`config.mk`:
```
export PLATFORM = sky130hd
export DESIGN_NAME = secs1_block_framer
export DESIGN_NICKNAME = d
export VERILOG_FILES = /design/src/secs1_pkg.sv /design/src/secs1_fifo.sv /design/src/secs1_front.sv /design/src/secs1_back.sv /design/src/secs1_block_framer.sv
export SDC_FILE = /design/constraint.sdc
export NUM_CORES = 1
export LEC_CHECK = 0
export BUFFER_PORTS_ARGS = -buffer_cell sky130_fd_sc_hd__buf_4
export CAP_MARGIN = 20
export CORE_ASPECT_RATIO = 1.4
export CORE_MARGIN = 4
export CORE_UTILIZATION = 57
export DETAILED_ROUTE_END_ITERATION = 7
export PLACE_DENSITY = 0.74
export SLEW_MARGIN = 40
export SYNTH_ARGS = -nofsm -noshare
export SYNTH_HDL_FRONTEND = slang
export SYNTH_HIERARCHICAL = 1
export SYNTH_SLANG_ARGS = --single-unit
```
`constraint.sdc`:
```
create_clock -name i_clk -period 5.3 [get_ports i_clk]
set_input_delay 1.06 -clock i_clk [delete_from_list [all_inputs] [get_ports i_clk]]
set_output_delay 1.06 -clock i_clk [all_outputs]
set_load 0.01 [all_outputs]
```
`src/secs1_pkg.sv`:
```
// ---------------------------------------------------------------------------
// secs1_pkg
// shared types, register indexes and header helpers of the SECS-I framer
// ---------------------------------------------------------------------------
package secs1_pkg;

    localparam int unsigned HDR_BYTES = 10;
    localparam int unsigned HDR_IDX_W = 4;
    localparam logic [HDR_IDX_W-1:0] HDR_LAST = HDR_IDX_W'(HDR_BYTES - 1);

    localparam logic [2:0] REG_DEVICE_ID   = 3'd0;
    localparam logic [2:0] REG_FLAGS       = 3'd1;
    localparam logic [2:0] REG_STREAM      = 3'd2;
    localparam logic [2:0] REG_FUNCTION    = 3'd3;
    localparam logic [2:0] REG_BLOCK       = 3'd4;
    localparam logic [2:0] REG_SYSTEM      = 3'd5;
    localparam logic [2:0] REG_BODY_LENGTH = 3'd6;

    localparam logic [1:0] KIND_LEN  = 2'd0;
    localparam logic [1:0] KIND_HDR  = 2'd1;
    localparam logic [1:0] KIND_BODY = 2'd2;
    localparam logic [1:0] KIND_SUM  = 2'd3;

    localparam logic [7:0] FLAG_BIT = 8'h80;

    typedef struct packed {
        logic [14:0] device_id;
        logic [2:0]  flags;
        logic [6:0]  stream;
        logic [7:0]  func;
        logic [14:0] block;
        logic [31:0] system;
        logic [7:0]  body_length;
    } t_cfg;

    typedef struct packed {
        logic [7:0] data;
        logic       first;
        logic       last;
    } t_entry;

    function automatic logic [7:0] eff_length(input logic [7:0] len, input logic [7:0] max_len);
        logic [7:0] n;
        n = (len == 8'd0) ? 8'd1 : len;
        if (n > max_len) begin
            n = max_len;
        end
        return n;
    endfunction

    function automatic logic [7:0] hdr_byte(input logic [HDR_IDX_W-1:0] idx, input t_cfg c);
        logic [7:0] b;
        case (idx)
            4'd0: b = {c.flags[0], c.device_id[14:8]};
            4'd1: b = c.device_id[7:0];
            4'd2: b = {c.flags[1], c.stream};
            4'd3: b = c.func;
            4'd4: b = {c.flags[2], c.block[14:8]};
            4'd5: b = c.block[7:0];
            4'd6: b = c.system[31:24];
            4'd7: b = c.system[23:16];
            4'd8: b = c.system[15:8];
            4'd9: b = c.system[7:0];
            default: b = 8'd0;
        endcase
        return b;
    endfunction

endpackage

```
`src/secs1_fifo.sv`:
```
// ---------------------------------------------------------------------------
// secs1_fifo
// small register queue between the byte classifier and the frame sequencer
// ---------------------------------------------------------------------------
module secs1_fifo #(
    parameter int unsigned WIDTH = 10,
    parameter int unsigned DEPTH = 16
) (
    input  logic             i_clk,
    input  logic             i_rst_n,
    input  logic             i_push,
    input  logic [WIDTH-1:0] i_wdata,
    output logic             o_full,
    input  logic             i_pop,
    output logic [WIDTH-1:0] o_rdata,
    output logic             o_empty
);

    localparam int unsigned AW = (DEPTH > 1) ? $clog2(DEPTH) : 1;
    localparam int unsigned CW = $clog2(DEPTH + 1);

    logic [WIDTH-1:0] r_mem [DEPTH];
    logic [AW-1:0]    r_wptr, n_wptr;
    logic [AW-1:0]    r_rptr, n_rptr;
    logic [CW-1:0]    r_count, n_count;
    logic             w_push, w_pop;

    assign o_full  = (r_count == CW'(DEPTH));
    assign o_empty = (r_count == '0);
    assign o_rdata = r_mem[r_rptr];
    assign w_push  = i_push && !o_full;
    assign w_pop   = i_pop && !o_empty;

    always_comb begin
        n_wptr  = r_wptr;
        n_rptr  = r_rptr;
        n_count = r_count;
        if (w_push) begin
            n_wptr = (r_wptr == AW'(DEPTH - 1)) ? '0 : r_wptr + 1'b1;
        end
        if (w_pop) begin
            n_rptr = (r_rptr == AW'(DEPTH - 1)) ? '0 : r_rptr + 1'b1;
        end
        if (w_push && !w_pop) begin
            n_count = r_count + 1'b1;
        end else if (w_pop && !w_push) begin
            n_count = r_count - 1'b1;
        end
    end

    always_ff @(posedge i_clk) begin
        if (!i_rst_n) begin
            r_wptr  <= '0;
            r_rptr  <= '0;
            r_count <= '0;
        end else begin
            r_wptr  <= n_wptr;
            r_rptr  <= n_rptr;
            r_count <= n_count;
        end
    end

    always_ff @(posedge i_clk) begin
        if (w_push) begin
            r_mem[r_wptr] <= i_wdata;
        end
    end

endmodule

```
`src/secs1_front.sv`:
```
// ---------------------------------------------------------------------------
// secs1_front
// accepts body bytes and tags the first and last byte of each block
// ---------------------------------------------------------------------------
module secs1_front (
    input  logic              i_clk,
    input  logic              i_rst_n,
    input  logic              i_in_valid,
    output logic              o_in_ready,
    input  logic [7:0]        i_body_byte,
    input  logic [7:0]        i_len,
    input  logic              i_q_full,
    output logic              o_q_push,
    output secs1_pkg::t_entry o_q_entry
);

    logic [7:0] r_body_count, n_body_count;
    logic [7:0] w_next;
    logic       w_last;

    assign o_in_ready = !i_q_full;
    assign o_q_push   = i_in_valid && !i_q_full;
    assign w_next     = r_body_count + 8'd1;
    assign w_last     = (w_next >= i_len);

    assign o_q_entry.data  = i_body_byte;
    assign o_q_entry.first = (r_body_count == 8'd0);
    assign o_q_entry.last  = w_last;

    always_comb begin
        n_body_count = r_body_count;
        if (o_q_push) begin
            n_body_count = w_last ? 8'd0 : w_next;
        end
    end

    always_ff @(posedge i_clk) begin
        if (!i_rst_n) begin
            r_body_count <= 8'd0;
        end else begin
            r_body_count <= n_body_count;
        end
    end

endmodule

```
`src/secs1_back.sv`:
```
// ---------------------------------------------------------------------------
// secs1_back
// frame sequencer: length, header, body and checksum bytes into an output register
// ---------------------------------------------------------------------------
module secs1_back (
    input  logic              i_clk,
    input  logic              i_rst_n,
    input  secs1_pkg::t_cfg   i_cfg,
    input  logic [7:0]        i_len,
    input  logic              i_q_empty,
    input  secs1_pkg::t_entry i_q_head,
    output logic              o_q_pop,
    output logic              o_out_valid,
    input  logic              i_out_ready,
    output logic [7:0]        o_out_byte,
    output logic [1:0]        o_byte_kind,
    output logic              o_block_done
);

    typedef enum logic [3:0] {
        ST_BODY  = 4'b0001,
        ST_HDR   = 4'b0010,
        ST_SUMHI = 4'b0100,
        ST_SUMLO = 4'b1000
    } t_state;

    t_state                            r_state, n_state;
    logic [secs1_pkg::HDR_IDX_W-1:0]   r_idx, n_idx;
    logic                              r_hdr_sent, n_hdr_sent;
    logic [15:0]                       r_sum, n_sum;
    logic                              r_out_valid, n_out_valid;
    logic [7:0]                        r_out_byte, n_out_byte;
    logic [1:0]                        r_byte_kind, n_byte_kind;
    logic                              r_block_done, n_block_done;
    logic                              w_adv;
    logic [7:0]                        w_hdr;

    assign w_adv = !r_out_valid || i_out_ready;
    assign w_hdr = secs1_pkg::hdr_byte(r_idx, i_cfg);

    assign o_out_valid  = r_out_valid;
    assign o_out_byte   = r_out_byte;
    assign o_byte_kind  = r_byte_kind;
    assign o_block_done = r_block_done;

    always_comb begin
        n_state      = r_state;
        n_idx        = r_idx;
        n_hdr_sent   = r_hdr_sent;
        n_sum        = r_sum;
        n_out_valid  = r_out_valid && !i_out_ready;
        n_out_byte   = r_out_byte;
        n_byte_kind  = r_byte_kind;
        n_block_done = r_block_done;
        o_q_pop      = 1'b0;
        case (r_state)
            ST_BODY: begin
                if (w_adv && !i_q_empty) begin
                    n_out_valid  = 1'b1;
                    n_block_done = 1'b0;
                    if (i_q_head.first && !r_hdr_sent) begin
                        n_out_byte  = 8'(secs1_pkg::HDR_BYTES + 32'(i_len));
                        n_byte_kind = secs1_pkg::KIND_LEN;
                        n_sum       = 16'd0;
                        n_idx       = '0;
                        n_state     = ST_HDR;
                    end else begin
                        n_out_byte  = i_q_head.data;
                        n_byte_kind = secs1_pkg::KIND_BODY;
                        n_sum       = r_sum + {8'd0, i_q_head.data};
                        n_hdr_sent  = 1'b0;
                        o_q_pop     = 1'b1;
                        if (i_q_head.last) begin
                            n_state = ST_SUMHI;
                        end
                    end
                end
            end
            ST_HDR: begin
                if (w_adv) begin
                    n_out_valid  = 1'b1;
                    n_out_byte   = w_hdr;
                    n_byte_kind  = secs1_pkg::KIND_HDR;
                    n_block_done = 1'b0;
                    n_sum        = r_sum + {8'd0, w_hdr};
                    if (r_idx == secs1_pkg::HDR_LAST) begin
                        n_hdr_sent = 1'b1;
                        n_state    = ST_BODY;
                    end else begin
                        n_idx = r_idx + 1'b1;
                    end
                end
            end
            ST_SUMHI: begin
                if (w_adv) begin
                    n_out_valid  = 1'b1;
                    n_out_byte   = r_sum[15:8];
                    n_byte_kind  = secs1_pkg::KIND_SUM;
                    n_block_done = 1'b0;
                    n_state      = ST_SUMLO;
                end
            end
            ST_SUMLO: begin
                if (w_adv) begin
                    n_out_valid  = 1'b1;
                    n_out_byte   = r_sum[7:0];
                    n_byte_kind  = secs1_pkg::KIND_SUM;
                    n_block_done = 1'b1;
                    n_sum        = 16'd0;
                    n_state      = ST_BODY;
                end
            end
            default: begin
                n_state = ST_BODY;
            end
        endcase
    end

    always_ff @(posedge i_clk) begin
        if (!i_rst_n) begin
            r_state     <= ST_BODY;
            r_idx       <= '0;
            r_hdr_sent  <= 1'b0;
            r_sum       <= 16'd0;
            r_out_valid <= 1'b0;
        end else begin
            r_state     <= n_state;
            r_idx       <= n_idx;
            r_hdr_sent  <= n_hdr_sent;
            r_sum       <= n_sum;
            r_out_valid <= n_out_valid;
        end
    end

    always_ff @(posedge i_clk) begin
        r_out_byte   <= n_out_byte;
        r_byte_kind  <= n_byte_kind;
        r_block_done <= n_block_done;
    end

endmodule

```
`src/secs1_block_framer.sv`:
```
// ---------------------------------------------------------------------------
// secs1_block_framer
// SECS-I block framer: length byte, 10-byte header, body and 16-bit checksum
// a body byte passes the queue and the output register; the first byte of a
// block waits behind the length and header; N body bytes make N+13 bytes
// throughput: one byte per cycle unless the output stalls or the queue is empty
// input takes one byte per cycle while the queue (QUEUE_DEPTH) has room
// reset: synchronous active-low; registers to their defaults, frame state idle
// ---------------------------------------------------------------------------
module secs1_block_framer #(
    parameter int unsigned MAX_BODY    = 244,
    parameter int unsigned QUEUE_DEPTH = 16
) (
    input  logic        i_clk,
    input  logic        i_rst_n,
    input  logic        i_cfg_we,
    input  logic [2:0]  i_cfg_idx,
    input  logic [31:0] i_cfg_data,
    input  logic        i_in_valid,
    output logic        o_in_ready,
    input  logic [7:0]  i_body_byte,
    output logic        o_out_valid,
    input  logic        i_out_ready,
    output logic [7:0]  o_out_byte,
    output logic [1:0]  o_byte_kind,
    output logic        o_block_done
);

    secs1_pkg::t_cfg   r_cfg;
    secs1_pkg::t_entry w_push_entry, w_head;
    logic [7:0]        w_len;
    logic              w_full, w_empty, w_push, w_pop;

    assign w_len = secs1_pkg::eff_length(r_cfg.body_length, 8'(MAX_BODY));

    always_ff @(posedge i_clk) begin
        if (!i_rst_n) begin
            r_cfg.device_id   <= 15'd66;
            r_cfg.flags       <= 3'd0;
            r_cfg.stream      <= 7'd0;
            r_cfg.func        <= 8'd0;
            r_cfg.block       <= 15'd1;
            r_cfg.system      <= 32'd0;
            r_cfg.body_length <= 8'd1;
        end else if (i_cfg_we) begin
            case (i_cfg_idx)
                secs1_pkg::REG_DEVICE_ID:   r_cfg.device_id   <= i_cfg_data[14:0];
                secs1_pkg::REG_FLAGS:       r_cfg.flags       <= i_cfg_data[2:0];
                secs1_pkg::REG_STREAM:      r_cfg.stream      <= i_cfg_data[6:0];
                secs1_pkg::REG_FUNCTION:    r_cfg.func        <= i_cfg_data[7:0];
                secs1_pkg::REG_BLOCK:       r_cfg.block       <= i_cfg_data[14:0];
                secs1_pkg::REG_SYSTEM:      r_cfg.system      <= i_cfg_data;
                secs1_pkg::REG_BODY_LENGTH: r_cfg.body_length <= i_cfg_data[7:0];
                default: begin
                end
            endcase
        end
    end

    secs1_front u_front (
        .i_clk       (i_clk),
        .i_rst_n     (i_rst_n),
        .i_in_valid  (i_in_valid),
        .o_in_ready  (o_in_ready),
        .i_body_byte (i_body_byte),
        .i_len       (w_len),
        .i_q_full    (w_full),
        .o_q_push    (w_push),
        .o_q_entry   (w_push_entry)
    );

    secs1_fifo #(
        .WIDTH ($bits(secs1_pkg::t_entry)),
        .DEPTH (QUEUE_DEPTH)
    ) u_fifo (
        .i_clk   (i_clk),
        .i_rst_n (i_rst_n),
        .i_push  (w_push),
        .i_wdata (w_push_entry),
        .o_full  (w_full),
        .i_pop   (w_pop),
        .o_rdata (w_head),
        .o_empty (w_empty)
    );

    secs1_back u_back (
        .i_clk        (i_clk),
        .i_rst_n      (i_rst_n),
        .i_cfg        (r_cfg),
        .i_len        (w_len),
        .i_q_empty    (w_empty),
        .i_q_head     (w_head),
        .o_q_pop      (w_pop),
        .o_out_valid  (o_out_valid),
        .i_out_ready  (i_out_ready),
        .o_out_byte   (o_out_byte),
        .o_byte_kind  (o_byte_kind),
        .o_block_done (o_block_done)
    );

endmodule

```
---- Yosys cells after proc, flatten, opt, wreduce, memory -nomap -nowiden ----
Memories as Yosys holds them, arrays and structs flattened. A register that Yosys moved wholly into a read port is not among the register bits.
Index checks and enable logic that the tools add are counted.
word-level totals
  latch bits .............................. 0
  RAM bits ................................ 160
  register bits ........................... 146
  memories kept ........................... 1
  logic and storage cells ................. 164
  output and inout port bits .............. 13
  bits in read-only memories .............. 0
  input bits .............................. 48
cells by class
  muxes and demuxes ....................... 56
  bitwise logic cells ..................... 0
  divide/modulo/power cells ............... 0
  $mul .................................... 0
  shifts and indexed selects .............. 0
  $lt $le $gt $ge ......................... 2
  $add $sub $neg .......................... 9
  reductions and logical operators ........ 44
  eq/ne operators ......................... 33
memory list
  memory        depth  bits a word  read ports  clocked after memory_dff  wr ports  RTL line          RTL
  u_fifo.r_mem  16     10           1           1                         1         secs1_fifo.sv:22  logic [WIDTH-1:0] r_mem [DEPTH];
operators with widths
  operator             count
  $pmux 8 s10          1
  $mux 16              4
  $mux 8               8
  $mux 4               15
  $pmux 16 s3          1
  $add 16x8->16        2
  $pmux 8 s4           1
  $eq 4x3->1 const B   5
  $eq 4x4->1 const B   5
  $logic_not 8->1      2
  $ne 2x1->1 const B   8
  $pmux 4 s4           1
  $reduce_and 5->1     3
  $mux 1               14
  $reduce_and 2->1     7
  $add 4x1->4 const B  3
  $eq 4x2->1 const B   3
  $reduce_and 4->1     3
  $mux 5               2
  $eq 3x3->1 const B   3
  $reduce_bool 3->1    3
  $add 4x8->8 const A  1
  $add 8x1->8 const B  1
  $eq 4x1->1 const B   2
  other kinds (25)     46

---- Logic depth before layout (Yosys ltp) ----
  depth in word-level cells ............... 9
  mapped depth ............................ 17
  mapped depth without buffers ............ 15

---- Cells and area by module ----
The synthesis kept the hierarchy.
modules (own cells, without submodules)
  module              cells each  times used  sequential area each (um^2)  area each (um^2)
  secs1_fifo          364         1           5144.9                       6991.7
  secs1_back          449         1           850.8                        3614.7
  secs1_block_framer  397         1           1761.7                       3449.6
  secs1_front         99          1           160.2                        784.5

---- Worst setup path after synthesis ----
OpenSTA, ideal clock, no wires.
  kind .................................... register to register
  start ................................... register with a tool-made name
  end ..................................... register u_back.r_sum[12]
  cell stages (with the launch flop) ...... 15
  setup slack ............................. 1574 ps
  period minus slack after synthesis ...... 3726 ps
  path buffers ............................ 2
  arrival ................................. 3607 ps
  required time ........................... 5180 ps
  path through ............................ dfxtp_1 -> clkbuf_1 -> buf_2 -> mux4_2 -> a22oi_1 -> nand2_1 -> ha_1 -> fa_1 -> a21oi_1 -> o21ai_0 -> a2111oi_1 -> nor3_1 -> xnor2_1 -> o22ai_1 -> o31a_1
RTL lines
  element               RTL line           RTL
  to (signal assigned)  secs1_back.sv:130  r_sum <= n_sum;
  to (decl)             secs1_back.sv:30   logic [15:0] r_sum, n_sum;

---- Final worst setup path ----
  start ................................... register u_back/r_idx[1] in the netlist's numbering
  end ..................................... register u_back.r_sum[8]
on the way
  longest elaborated chain between the ends .. 5
ends and longest elaborated chain
  element                             RTL line           RTL
  from (decl)                         secs1_back.sv:28   logic [secs1_pkg::HDR_IDX_W-1:0] r_idx, n_idx;
  from (signal assigned)              secs1_back.sv:128  r_idx <= n_idx;
  $eq 4x4->1 (tied with other cells)  secs1_pkg.sv:53    case (idx)
  $pmux 8 s10 *                       secs1_pkg.sv:53
  $add 16x8->16 *                     secs1_back.sv:85   n_sum = r_sum + {8'd0, w_hdr};
  $mux 16 *                           secs1_back.sv:80   if (w_adv) begin
  $pmux 16 s3 *                       secs1_back.sv:56   case (r_state)
Every way passes the cells marked *; elsewhere a longest branch is shown, timed or not. The select of a mux whose other input is x is not followed.
A chain may end at the register's enable or synchronous reset.

==> key figures <==
Outcome
  • Status: completed

STA
  • Max Fclk: 246 MHz
  • TNS Setup: 0 ns
  • Worst Setup Slack, final: 1.24 ns
  • Post-route minimum period: 4.06 ns
  • Hold Fails Final Rpt: 0
  • Setup Skew: 0.0185 ns
  • Setup Viol. Count Final: 0
  • Slew @ Worst Pin: 0.850 ns
  • Final hold slack: 0.456 ns
  • Tcrit/Tclk final: 0.766
  • Worst relative slew slack: 0.430
  • RSZ-0062 raised after global routing: no
  • Pins Over Slew Limit: 0

Flow run
  • Max-Cap Viols: 0

Floorplanning
  • Core Area: 25600 um2
  • Die Width: 144 um
  • Cell Rows: 69
  • Die area: 28700 um2
  • Die height: 199 um
  • Starting Density: 0.581
  • Io pins: 61

Global routing
  • Pin count of the biggest net entering global routing: 62
  • Initial antenna violation count: 0
  • Vias in the first global route: 10381
  • First-pass GRT wire length: 57000 um
  • Overall global routing resource usage: 0.256
  • Overflow after GRT: 0

Route
  • Via density: 6.27
  • Initial DRC Count: 898
  • Post-DR wirelength/cell: 22.0 um
  • Via count: 10527
  • Drt pass-1 iters: 8
  • Final wirelength: 36900 um
  • Routed Antenna Nets: 0
  • DR DRC count: 0

Placement
  • Pre-CTS setup slack: 1.08 ns
  • Cells after DPL: 1627
  • IO Port Bufs: 60
  • GPL Wtd Cong: 0.939
  • Post-DP HPWL: 25600 um
  • Placed inst area: 15500 um2

Worst setup path
  • CP required: 5.74 ns
  • Reg2Reg Launch Point: u_back/r_idx[1]$_SDFFE_PN0P_
  • Worst path arrival time: 4.50 ns
  • Worst Setup Start Kind: flip-flop
  • Max FO, Critical Path: 16
  • Crit path capture type: flip-flop
  • Setup Crit Path Kind: flip-flop to flip-flop
  • Worst Reg-to-Reg Cells: 16
  • Crit path launch: u_back/r_idx[1]$_SDFFE_PN0P_

CTS
  • Hold bufs inserted after CTS: 0
  • Clk pin slew, worst setup/hold paths: 0.06 ns
  • Clk sinks: 310
  • Clk Tree Root Cell: clkbuf_16
  • Worst-Skew Late Latency: 0.56 ns
  • CTS tree: built
  • Max clock buf depth: 3
  • CTS resizes: 0
  • Total CTS buffers: 29
  • H-Tree Depth: 1
  • Post-CTS setup buffer count: 0

Synthesis
  • Synth warn: 6
  • Synth cell types: 92
  • Number of synthesized register bits: 310
  • Number of flops mapped to enable cells by yosys: 171
  • Synthesized net count: 1398
  • Sequential fraction of the synthesis area: 0.534
  • Post-synth ARST share: 0
  • Mapped Cells: 1309
  • Most used DFF post-synth: edfxtp_1
  • Mapped Area: 14800 um2
  • Avg Inst Size Synth: 11.3 um2

Power
  • Max VDD drop: 0.346 mV
  • Pwr/cell area: 397 nW/um2
  • Leak pwr: 5.72 nW
  • Overall Power: 6.57 mW

Layout
  • Layout cells sized above 1: 0.165
  • Post-route insts no fill: 1680
  • Fin util: 0.647
  • Diode count: 0
  • NumNets Final: 1428
  • Synth-to-Final Area Change: 11.5%
  • Number of fillers in the final layout: 1941
  • Post-route cell area: 16500 um2

Min path
  • HP Class: flip-flop to flip-flop
  • WHS Path Cells: 2
  • Hold Startpoint: r_cfg[85]$_SDFFE_PN0P_
-- critical path, cell delays in order (launching register included) --
cell	delay (ns)
dfxtp_1	0.39
inv_1	0.08
ha_1	0.44
buf_4	0.28
a222oi_1	0.31
a21oi_1	0.11
nand2_1	0.08
o21ai_0	0.14
ha_1	0.25
fa_1	0.41
a21o_1	0.21
or2_2	0.27
o41ai_1	0.10
o31ai_2	0.16
a21oi_2	0.32
nor4_1	0.09
o31a_1	0.31
-- where the power goes --
group	switching [mW]	internal, mW
clock network	0.879	1.32
registers	0.141	2.73
logic	0.904	0.595
total	1.92	4.64
-- cell families after synthesis --
kind of cell,share of synthesized area
buffers and inverters,0.0408
AND/OR/NAND/NOR,0.142
XOR/XNOR,0.0183
flip-flops,0.534
AO/OA/AOI/OAI,0.153
multiplexers,0.0750
adder cells (fa/ha/maj),0.0375
-- metal layers --
metal,global-route usage,up-vias,share of wire
met4,0.0961,0,0.041
met1,0.297,5125,0.37
met3,0.0265,100,0.055
li1,-,4897,-
met2,0.480,405,0.53
met5,0,-,0
-- Yosys cell counts, types with 10 or more instances --
cell type,number,area [um2]
buf_4,16,120
edfxtp_1,171,5130
ha_1,38,475
nor3_1,22,110
inv_1,34,128
nand2_1,230,863
nand3_1,25,125
xor2_1,13,114
mux2i_1,19,190
a21boi_0,51,383
a22oi_1,31,233
a222oi_1,17,170
dfxtp_1,139,2780
mux4_2,40,901
a21boi_1,24,180
nand2b_1,10,62.6
and2_1,10,62.6
clkbuf_1,46,173
buf_2,22,110
nor2_1,60,225
nor2b_1,25,156
xnor2_1,18,158
o21ai_0,32,160
a21oi_1,36,180
-- registers in the layout, summed over array words and instances, names as in the netlist, 4 cells and up, named ones only --
name	cells
r_cfg	88
u_back/o_out_byte	8
u_back/r_idx	4
u_back/r_state	4
u_back/r_sum	16
u_fifo/r_count	5
u_fifo/r_mem	160
u_fifo/r_rptr	4
u_fifo/r_wptr	4
u_front/r_body_count	8
-- final timing paths --
| check | end | slack [ns] |
|---|---|---|
| min reg2reg | r_cfg[85]$_SDFFE_PN0P_ | 0.46 |
| max reg2reg | u_back/r_sum[8]$_SDFFE_PN0P_ | 1.24 |
| min | r_cfg[85]$_SDFFE_PN0P_ | 0.46 |
| max | u_back/r_sum[8]$_SDFFE_PN0P_ | 1.24 |
-- placed cells by master, fill, tap and decap left out, types with 5 or more instances in the layout --
master     instances
edfxtp_1         171
and3_1             8
xnor2_1           18
a222oi_1          17
nand2_1          230
mux4_2            40
mux2i_1           19
clkbuf_16         30
clkbuf_1           6
bufinv_16          5
o21ai_0           32
or3_1              5
nand4_1            5
nor2b_1           25
a21oi_1           36
nand3_1           25
nor2_1            50
a21boi_1          24
nand2b_1          10
and2_1            10
nor3_1            22
o21ai_1            6
a22oi_1           31
o211ai_1           8
xor2_1            13
a31oi_1            9
a21o_1             9
a221oi_1           9
buf_4             92
inv_1             35
nor2_2            10
dfxtp_1          137
a211oi_1           7
a21boi_0          51
ha_1              38
nor4_1             6
-- final cells by class --
cell class	count	area, um2	share of cell area
flip-flops and latches	310	7920	0.479
well taps	319	399	0.0241
multi-input cells	871	6370	0.385
repair buffers	93	711	0.0430
clock buffers	39	815	0.0492
clock inverters	14	198	0.0120
inverters	34	128	0.00771
Power figures use the tool's default switching activity.
